### config.mk
export PLATFORM = sky130hd
export DESIGN_NAME = bta_ctrl
export DESIGN_NICKNAME = d
export VERILOG_FILES = /design/src/bta_pkg.sv /design/src/bta_ctrl.sv
export SDC_FILE = /design/constraint.sdc
export NUM_CORES = 1
export LEC_CHECK = 0
export ABC_AREA = 1
export BUFFER_PORTS_ARGS = -buffer_cell sky130_fd_sc_hd__buf_4
export CAP_MARGIN = 20
export CELL_PAD_IN_SITES_DETAIL_PLACEMENT = 0
export CELL_PAD_IN_SITES_GLOBAL_PLACEMENT = 1
export CORE_MARGIN = 3
export CORE_UTILIZATION = 21
export CTS_CLUSTER_DIAMETER = 50
export DETAILED_ROUTE_END_ITERATION = 10
export GPL_TIMING_DRIVEN = 1
export PLACE_DENSITY = 0.74
export RECOVER_POWER = 100
export SETUP_SLACK_MARGIN = 0.05
export SYNTH_ARGS = -nofsm -noshare
export SYNTH_HDL_FRONTEND = slang
export SYNTH_SLANG_ARGS = --single-unit
### constraint.sdc
create_clock -name clock -period 1 [get_ports clock]
set_input_delay 0.25 -clock clock [delete_from_list [all_inputs] [get_ports clock]]
set_output_delay 0.25 -clock clock [all_outputs]
set_load 0.03 [all_outputs]
### src/bta_pkg.sv
// Shared types, codes and constants for the bitmap tile assembler.
// No dependencies; bta_ctrl, bta_datapath and bitmap_tile_assembler import this package.
package bta_pkg;

   localparam int MAX_WIDTH_DEF  = 256;
   localparam int MAX_HEIGHT_DEF = 256;
   localparam int COUNT_W        = 17;
   localparam logic [COUNT_W-1:0] COUNT_MAX = '1;

   localparam logic [1:0] CMD_TILE  = 2'd0;
   localparam logic [1:0] CMD_DATA  = 2'd1;
   localparam logic [1:0] CMD_READ  = 2'd2;

   localparam logic [1:0] ST_TILE_DONE = 2'd0;
   localparam logic [1:0] ST_COMPLETE  = 2'd1;
   localparam logic [1:0] ST_READ      = 2'd2;

   localparam logic [1:0] CSR_BITMAP_WIDTH  = 2'd0;
   localparam logic [1:0] CSR_BITMAP_HEIGHT = 2'd1;
   localparam logic [1:0] CSR_PIXEL_MODE    = 2'd2;

   typedef struct packed {
      logic load;
      logic decode;
      logic addr;
      logic rd0;
      logic wr0;
      logic wr1;
      logic wrc;
      logic step;
      logic rdata;
      logic load_rsp;
   } dp_cmd_type;

   typedef struct packed {
      logic [1:0] cmd_code;
      logic       tile_open;
      logic       place_mono;
      logic       place_colour;
      logic       last_byte;
      logic       rsp_full;
   } dp_status_type;

   // leading-ones mask for a partial source byte of n bits, n = 1..8
   function automatic logic [7:0] lead_mask(input logic [3:0] n);
      logic [7:0] m;
      m = 8'hff;
      unique case (n)
         4'd1: m = 8'h80;
         4'd2: m = 8'hc0;
         4'd3: m = 8'he0;
         4'd4: m = 8'hf0;
         4'd5: m = 8'hf8;
         4'd6: m = 8'hfc;
         4'd7: m = 8'hfe;
         default: m = 8'hff;
      endcase
      return m;
   endfunction

endpackage

### src/bta_ctrl.sv
// Controller state machine for the bitmap tile assembler.
// Depends on bta_pkg; drives the datapath through dp_cmd_type.
module bta_ctrl (
   input  logic                   clock,
   input  logic                   reset,
   input  logic                   req_valid,
   output logic                   req_ready,
   input  bta_pkg::dp_status_type st,
   output bta_pkg::dp_cmd_type    cmd
);
   import bta_pkg::*;

   typedef enum logic [3:0] {
      S_IDLE, S_DECODE, S_ADDR, S_RD0, S_WR0, S_WR1, S_WRC, S_STEP, S_RDATA, S_RESP
   } state_type;

   state_type state_ff, state_in;

   always_comb begin
      state_in = state_ff;
      unique case (state_ff)
         S_IDLE:   if (req_valid) state_in = S_DECODE;
         S_DECODE: begin
            if (st.cmd_code == CMD_DATA && st.tile_open) state_in = S_ADDR;
            else if (st.cmd_code == CMD_READ) state_in = S_RDATA;
            else state_in = S_IDLE;
         end
         S_ADDR: begin
            if (st.place_mono) state_in = S_RD0;
            else if (st.place_colour) state_in = S_WRC;
            else state_in = S_STEP;
         end
         S_RD0:   state_in = S_WR0;
         S_WR0:   state_in = S_WR1;
         S_WR1:   state_in = S_STEP;
         S_WRC:   state_in = S_STEP;
         S_STEP:  state_in = st.last_byte ? S_RESP : S_IDLE;
         S_RDATA: state_in = S_RESP;
         S_RESP:  if (!st.rsp_full) state_in = S_IDLE;
         default: state_in = S_IDLE;
      endcase
   end

   always_ff @(posedge clock) begin
      if (reset) begin
         state_ff <= S_IDLE;
      end else begin
         state_ff <= state_in;
      end
   end

   assign req_ready    = (state_ff == S_IDLE);
   assign cmd.load     = req_valid && req_ready;
   assign cmd.decode   = (state_ff == S_DECODE);
   assign cmd.addr     = (state_ff == S_ADDR);
   assign cmd.rd0      = (state_ff == S_RD0);
   assign cmd.wr0      = (state_ff == S_WR0);
   assign cmd.wr1      = (state_ff == S_WR1);
   assign cmd.wrc      = (state_ff == S_WRC);
   assign cmd.step     = (state_ff == S_STEP);
   assign cmd.rdata    = (state_ff == S_RDATA);
   assign cmd.load_rsp = (state_ff == S_RESP) && !st.rsp_full;

   a_load_decode: assert property (@(posedge clock) disable iff (reset)
      cmd.load |=> cmd.decode)
      else $error("accepted transaction not decoded");
   a_rd_then_wr: assert property (@(posedge clock) disable iff (reset)
      cmd.rd0 |=> cmd.wr0 ##1 cmd.wr1)
      else $error("mono read-modify-write sequence broken");
   a_resp_waits: assert property (@(posedge clock) disable iff (reset)
      (state_ff == S_RESP && st.rsp_full) |=> state_ff == S_RESP)
      else $error("pending result dropped");
endmodule

* After elaboration in Yosys (flattened, before gate mapping)
Cells that the tools add are included.
** Operators by class
- Eq/ne operators :: 13
- Shift-type cells :: 0
- Multiplexer cells :: 8
- Bitwise logic cells :: 0
- Reduce and logical (&&, ||, !) cells :: 7
- Add/sub/neg operators :: 0
- Order comparisons :: 0
- Div/mod/pow operators :: 0
- Multipliers :: 0
** Operator list (count)
- $pmux 4 s9 :: 1
- $mux 4 :: 5
- $eq 4x3->1 const B :: 4
- $eq 4x2->1 const B :: 2
- $eq 4x4->1 const B :: 2
- $eq 4x1->1 const B :: 1
- $logic_not 4->1 :: 1
- $ne 2x2->1 const B :: 2
- $logic_and 1x1->1 :: 3
- $mux 3 :: 1
- $eq 2x1->1 const B :: 1
- $eq 2x2->1 const B :: 1
- $reduce_and 2->1 :: 1
- $reduce_or 2->1 :: 1
- $logic_not 1->1 :: 1
- $mux 1 :: 1
** Storage, ports and cells
- Register bits :: 4
- Input port bits :: 10
- Memory bits (read-only) :: 0
- RAM bits :: 0
- Output and inout port bits :: 11
- Latch bits :: 0
- Memories kept :: 0

* Depth between registers and ports, before layout
Gate-level depths: netlist of run 1.
- Word-level depth :: 4
- Gate-level depth with buffers :: 8

* Least setup slack after synthesis of run 1
OpenSTA, ideal clock, no wires.
- Kind :: register to output
- Start :: register state_ff[3]
- End :: output port cmd[0] in the netlist's numbering
- Data required time :: 0.750 ns
- Slack :: -0.661 ns
- Buffers on the path :: 0
- Stages on the path, launching flop included :: 3
- Arrival time :: 1.411 ns
- Path through :: dfxtp_1 > inv_1 > nor4_1
** RTL lines
- start, declared :: RTL line bta_ctrl.sv:17 : state_type state_ff, state_in;
- start signal, assigned :: RTL line bta_ctrl.sv:48 : state_ff <= state_in;
- end, declared :: RTL line bta_ctrl.sv:9 : output bta_pkg::dp_cmd_type cmd

==> run summary, run 1 <==
CTS Sinks -> 4
Post-Syn Nets -> 70
router iterations before antenna repair -> 4
Syn. warnings -> 0
htree depth -> 1
clk root buf -> clkbuf_4
Synth top area share -> 0.246
R2R Path End -> state_ff[0]
min-delay src -> reset
total power -> 919 uW
Biggest register -> state_ff
violated checks -> negative setup slack
Hold EP -> state_ff[0]
Site Rows -> 13
total track usage -> 0.137
Finished Core Util -> 0.608
commonest non-fill, non-tap cells in the layout -> buf_4, buf_6, inv_2
Slew Limit Fails -> 0
clk_skew -> 0.000864 ns
flops & latches, synth -> 4
RePlAce Congestion -> 0.796
Reg clk slew, reported paths -> 0.04 ns
Max Cap Viol -> 0
TritonCTS clock tree -> yes
vias in the first global route -> 505
flop-to-flop setup slack -> -0.18 ns
Startpoint Class -> register
commonest non-fill, non-tap cell in the layout -> buf_4
largest net degree at the start of global routing -> 6
Via density -> 4.28
top post-synthesis cells by area -> dfxtp_1, nor2_1, inv_1, nand2_1, a21oi_1
sequential share of the synthesized area -> 0.246
DIE AREA -> 2060 um2
core region area -> 1380 um2
worst hold slack -> 0.193 ns
Initial Utilization -> 0.235
TNS Setup -> -4.23 ns
Clock Tree Buf Depth -> 2
Antenna diodes -> 0
status -> finished, violations left
worst relative slew slack -> 0.862
Syn Area/Cell -> 5.42 um2
hold path cells -> 2
unrepaired setup endpoints after global routing -> true
drt drc -> 0
Final ANT Viol Nets -> 0
worst setup margin -> -0.377 ns
Pleak -> 0.405 nW
post-synth cell types -> 13
Syn Inst Count -> 60
Reg2Reg Depth -> 8
Cell Area, Synth -> 325 um2
CP max FO -> 3
worst-margin pin slew -> 0.207 ns
Final setup viols -> 15
Hold Vio Cnt, Final -> 0
Die Span Y -> 45.4 um
crit path launch -> state_ff[2]
area delta synth->final -> 158%
layout cells sized above 1 -> 0.784
FMAX -> 726 MHz
peak supply drop -> 1060 uV
final wirelength -> 1.13 mm
global-route wire length before repair -> 2.00 mm
Die W -> 45.4 um
detailed placement HPWL -> 861 um
kind of critical path -> register to primary output
pre-CTS setup slack -> -0.181 ns
Routed WL per cell -> 10.1 um
Starting DRT DRC Count -> 6
Yosys top cell by area -> dfxtp_1
PortBufs -> 20
HP Class -> input pin to register
grt ovf -> 0
Final Cycle Share -> 1.38
max reg flops -> 4
pwr/cell area -> 1090 nW/um2
required time of the critical path -> 0.75 ns
total CTS buffers -> 3
layout net count -> 108
Tmin final -> 1.38 ns
Crit path arrival time -> 1.13 ns
worst skew pair latency -> 0.24 ns
biggest regs -> state_ff (4)
Boundary Pins -> 21
FF-to-FF Start -> state_ff[0]
vias -> 479
Worst setup EP type -> primary output
initial antenna violation count -> 0
Hold Buf Count CTS -> 0
## repair_timing
| action | 4_1_cts | 5_1_grt |
|---|---|---|
| hold endpoints to repair | 0 | 0 |
| cloned | 0 | 0 |
| buffers inserted | 4 | 2 |
| endpoints found under the setup margin | 15 | 15 |
| pin swaps | 8 | 6 |
| gates resized for setup | 25 | 10 |
## power by group
part	leakage, nW	switching (mW)	total, mW	internal [mW]
clock	0.0150	0.0741	0.224	0.150
sequential	0.0356	0.0396	0.214	0.175
combinational	0.354	0.257	0.480	0.223
total	0.405	0.371	0.919	0.548
## how the worst max path moves through the flow
stage / to / slack, ns / depth (start not counted)
after global placement: cmd[9] / -0.18 / 4
after detailed placement: cmd[3] / -0.18 / 5
final: cmd[3] / -0.38 / 5
after floorplan: cmd[3] / -0.16 / 4
after CTS: cmd[3] / -0.41 / 5
after global routing: cmd[3] / -0.44 / 5
## layout make-up
class                           count  area, um2
Fill cell                         121        542
Inverter                           17       76.3
Sequential cell                     4       95.1
Timing Repair Buffer               33        308
Tap cell                           15       18.8
Clock buffer                        4       26.3
Multi-Input combinational cell     39        317
## cells by family (layout without fill, tap and decap cells)
family                 after synthesis  after routing  synth area share
and+or+nand+nor                     33             33             0.454
AOI/OAI and AO/OA                    6              6             0.104
DFF                                  4              4             0.246
buffers and inverters               17             54             0.196
## metal layers
metal / global-route usage / wire length (um) / vias to the layer above / part of all wire
met2: 0.246 / 635 / 12 / 0.56
met3: 0.0478 / 45 / 0 / 0.040
met4: 0.0175 / 0 / 0 / 0
li1: - / - / 259 / -
met5: 0 / 0 / - / 0
met1: 0.158 / 448 / 208 / 0.40
## worst max-delay path, stage by stage, from the launching register on
cell,delay [ns]
dfxtp_4,0.37
inv_4,0.04
nor2_4,0.12
inv_2,0.08
nor3_4,0.12
buf_6,0.15
## through the flow
stage	cell area, um2	instances
after floorplan	417	60
after global placement	646	103
after detailed placement	646	103
after CTS	790	111
after global routing	841	112
final	841	112
## Yosys cell counts, drive strengths merged
library cell and count:
a21oi 6, nor4 1, nor2 15, nor3 1, nand2 12, inv 17
nand3 2, nand4 2, dfxtp 4
No activity file was read; power rests on OpenSTA's default activity.
==> inputs of run 2 (changes only) <==
CAP_MARGIN = default   (was 20)
PLACE_DENSITY = default   (was 0.74)
PLACE_DENSITY_LB_ADDON = 0.1   (was default)
==> run 2 against run 1 <==
Effect of this change: the flow still finishes with violations (negative setup slack); design area up 1.0%; clock power about the same; global-route usage down 1.1 points; maximum frequency up 1.1%; cell count up 2.7%; clock skew about the same; largest power group unchanged; first-iteration DRC count down 33%; total power up 3.2%; clock-buffer cell count unchanged; routed wire length down 0.27%; flip-flop and latch count unchanged; register-to-register slack about the same.
==> run summary, run 2 (synthesized netlist as in run 1, its figures left out) <==
Initial Utilization -> 0.235 (unchanged)
kind of critical path -> register to primary output
largest net degree at the start of global routing -> 6 (unchanged)
CP bufs+invs -> 3 (unchanged)
drt drc -> 0 (unchanged)
FMAX -> 734 MHz (+1.1%)
grt ovf -> 0 (unchanged)
clk_skew -> 0.000804 ns (-0.0000602 ns)
TritonCTS clock tree -> yes
HP Class -> input pin to register
total track usage -> 0.126 (-0.0108)
total CTS buffers -> 3 (unchanged)
Hold Vio Cnt, Final -> 0 (unchanged)
commonest non-fill, non-tap cells in the layout -> buf_4, buf_6, inv_2
TNS Setup -> -4.23 ns (-0.00744 ns)
unrepaired setup endpoints after global routing -> true
core region area -> 1380 um2 (unchanged)
vias -> 488 (+1.9%)
worst skew pair latency -> 0.24 ns (about the same)
violated checks -> negative setup slack
Final ANT Viol Nets -> 0 (unchanged)
FF-to-FF Start -> state_ff[2]
clk root buf -> clkbuf_4
required time of the critical path -> 0.75 ns (about the same)
worst-margin pin slew -> 0.235 ns (+0.0288 ns)
CP max FO -> 3 (unchanged)
max reg flops -> 4 (unchanged)
Crit path arrival time -> 1.11 ns (-0.02 ns)
Worst setup EP type -> primary output
worst setup margin -> -0.362 ns (+0.0147 ns)
router iterations before antenna repair -> 2 (-2)
biggest regs -> state_ff (4)
Site Rows -> 13 (unchanged)
Via density -> 4.24 (-0.78%)
global-route wire length before repair -> 1.87 mm (-6.6%)
Die W -> 45.4 um (unchanged)
htree depth -> 1 (unchanged)
Tmin final -> 1.36 ns (-0.0147 ns)
Reg clk slew, reported paths -> 0.04 ns (about the same)
Biggest register -> state_ff
crit path max-delay cell type -> dfxtp_4
Final Cycle Share -> 1.36 (-0.0147)
Slew Limit Fails -> 0 (unchanged)
hold path cells -> 2 (unchanged)
worst relative slew slack -> 0.843 (-0.0193)
Reg2Reg Depth -> 10 (+2)
placed inst area -> 661 um2 (+2.3%)
crit path launch -> state_ff[1]
Pleak -> 0.415 nW (+2.6%)
final wirelength -> 1.13 mm (-0.27%)
Die Span Y -> 45.4 um (unchanged)
peak supply drop -> 746 uV (-30%)
layout net count -> 111 (+2.8%)
Starting DRT DRC Count -> 4 (-2)
detailed placement HPWL -> 876 um (+1.8%)
flop-to-flop setup slack -> -0.19 ns (about the same)
Hold Buf Count CTS -> 0 (unchanged)
design area -> 850 um2 (+1.0%)
Routed WL per cell -> 9.79 um (-2.9%)
crit-path cells -> inv_4 > buf_4 > nor3_4 > buf_6
DIE AREA -> 2060 um2 (unchanged)
pwr/cell area -> 1120 nW/um2 (+2.2%)
Max Cap Viol -> 0 (unchanged)
Clock Tree Buf Depth -> 2 (unchanged)
initial antenna violation count -> 0 (unchanged)
commonest non-fill, non-tap cell in the layout -> buf_4
Largest stage delay, worst path -> 0.37 ns (about the same)
Top Family by Delay on Critical Path -> flip-flops
status -> finished, violations left
Boundary Pins -> 21 (unchanged)
Final setup viols -> 15 (unchanged)
PortBufs -> 20 (unchanged)
area delta synth->final -> 161%
Antenna diodes -> 0 (unchanged)
critical path depth -> 4 (-1)
vias in the first global route -> 500 (-0.99%)
CTS Sinks -> 4 (unchanged)
Startpoint Class -> register
RePlAce Congestion -> 0.675 (-15%)
layout cells sized above 1 -> 0.790 (+0.00649)
min-delay src -> reset
[run 2: cell count changes in the layout (fill, tap and decap cells not counted), sizes merged]
cell  previous run  this run
buf             33        36
[run 2: final timing paths]
path | end
setup / recovery | cmd[3]
hold / removal | state_ff[0]
setup reg to reg | state_ff[0]
hold reg to reg | state_ff[1]
[run 2: what timing repair did]
item	CTS	global route
endpoints found under the setup margin	15	15
cloned	0	0
pin swaps	10	9
gates resized for setup	23	11
setup buffers	6	1
[run 2: area by class of cell]
cell class	instances	area [um2]
clock buffer	4	26.3
fill	121	533
inverter	17	73.8
multi-input combinational	39	305
sequential	4	95.1
tap	15	18.8
timing repair buffer	36	330
[run 2: report_power, final]
group	switching, mW	internal (mW)
Sequential	0.0323	0.174
Clock	0.0736	0.150
Combinational	0.266	0.252
[run 2: routing by layer]
metal,vias up,part of all wire,global-route usage
li1,261,-,-
met1,215,0.41,0.143
met2,12,0.55,0.226
met4,0,0,0.0175
met5,-,0,0
met3,0,0.046,0.0478
[run 2: metrics by stage]
| stage | power (mW) | setup slack, ns | utilization | instances | hold slack (ns) |
|---|---|---|---|---|---|
| 6_report | 0.949 | -0.362 | 0.614 | 115 | 0.193 |
| 5_1_grt | 1.02 | -0.411 | 0.614 | 115 | 0.194 |
| 4_1_cts | 0.942 | -0.388 | 0.587 | 115 | 0.182 |
| 3_5_place_dp | 0.615 | -0.181 | 0.478 | 105 | 0.435 |
| 3_3_place_gp | 0.616 | -0.178 | 0.478 | 105 | 0.430 |
| 2_1_floorplan | 0.457 | -0.162 | - | 60 | 0.303 |
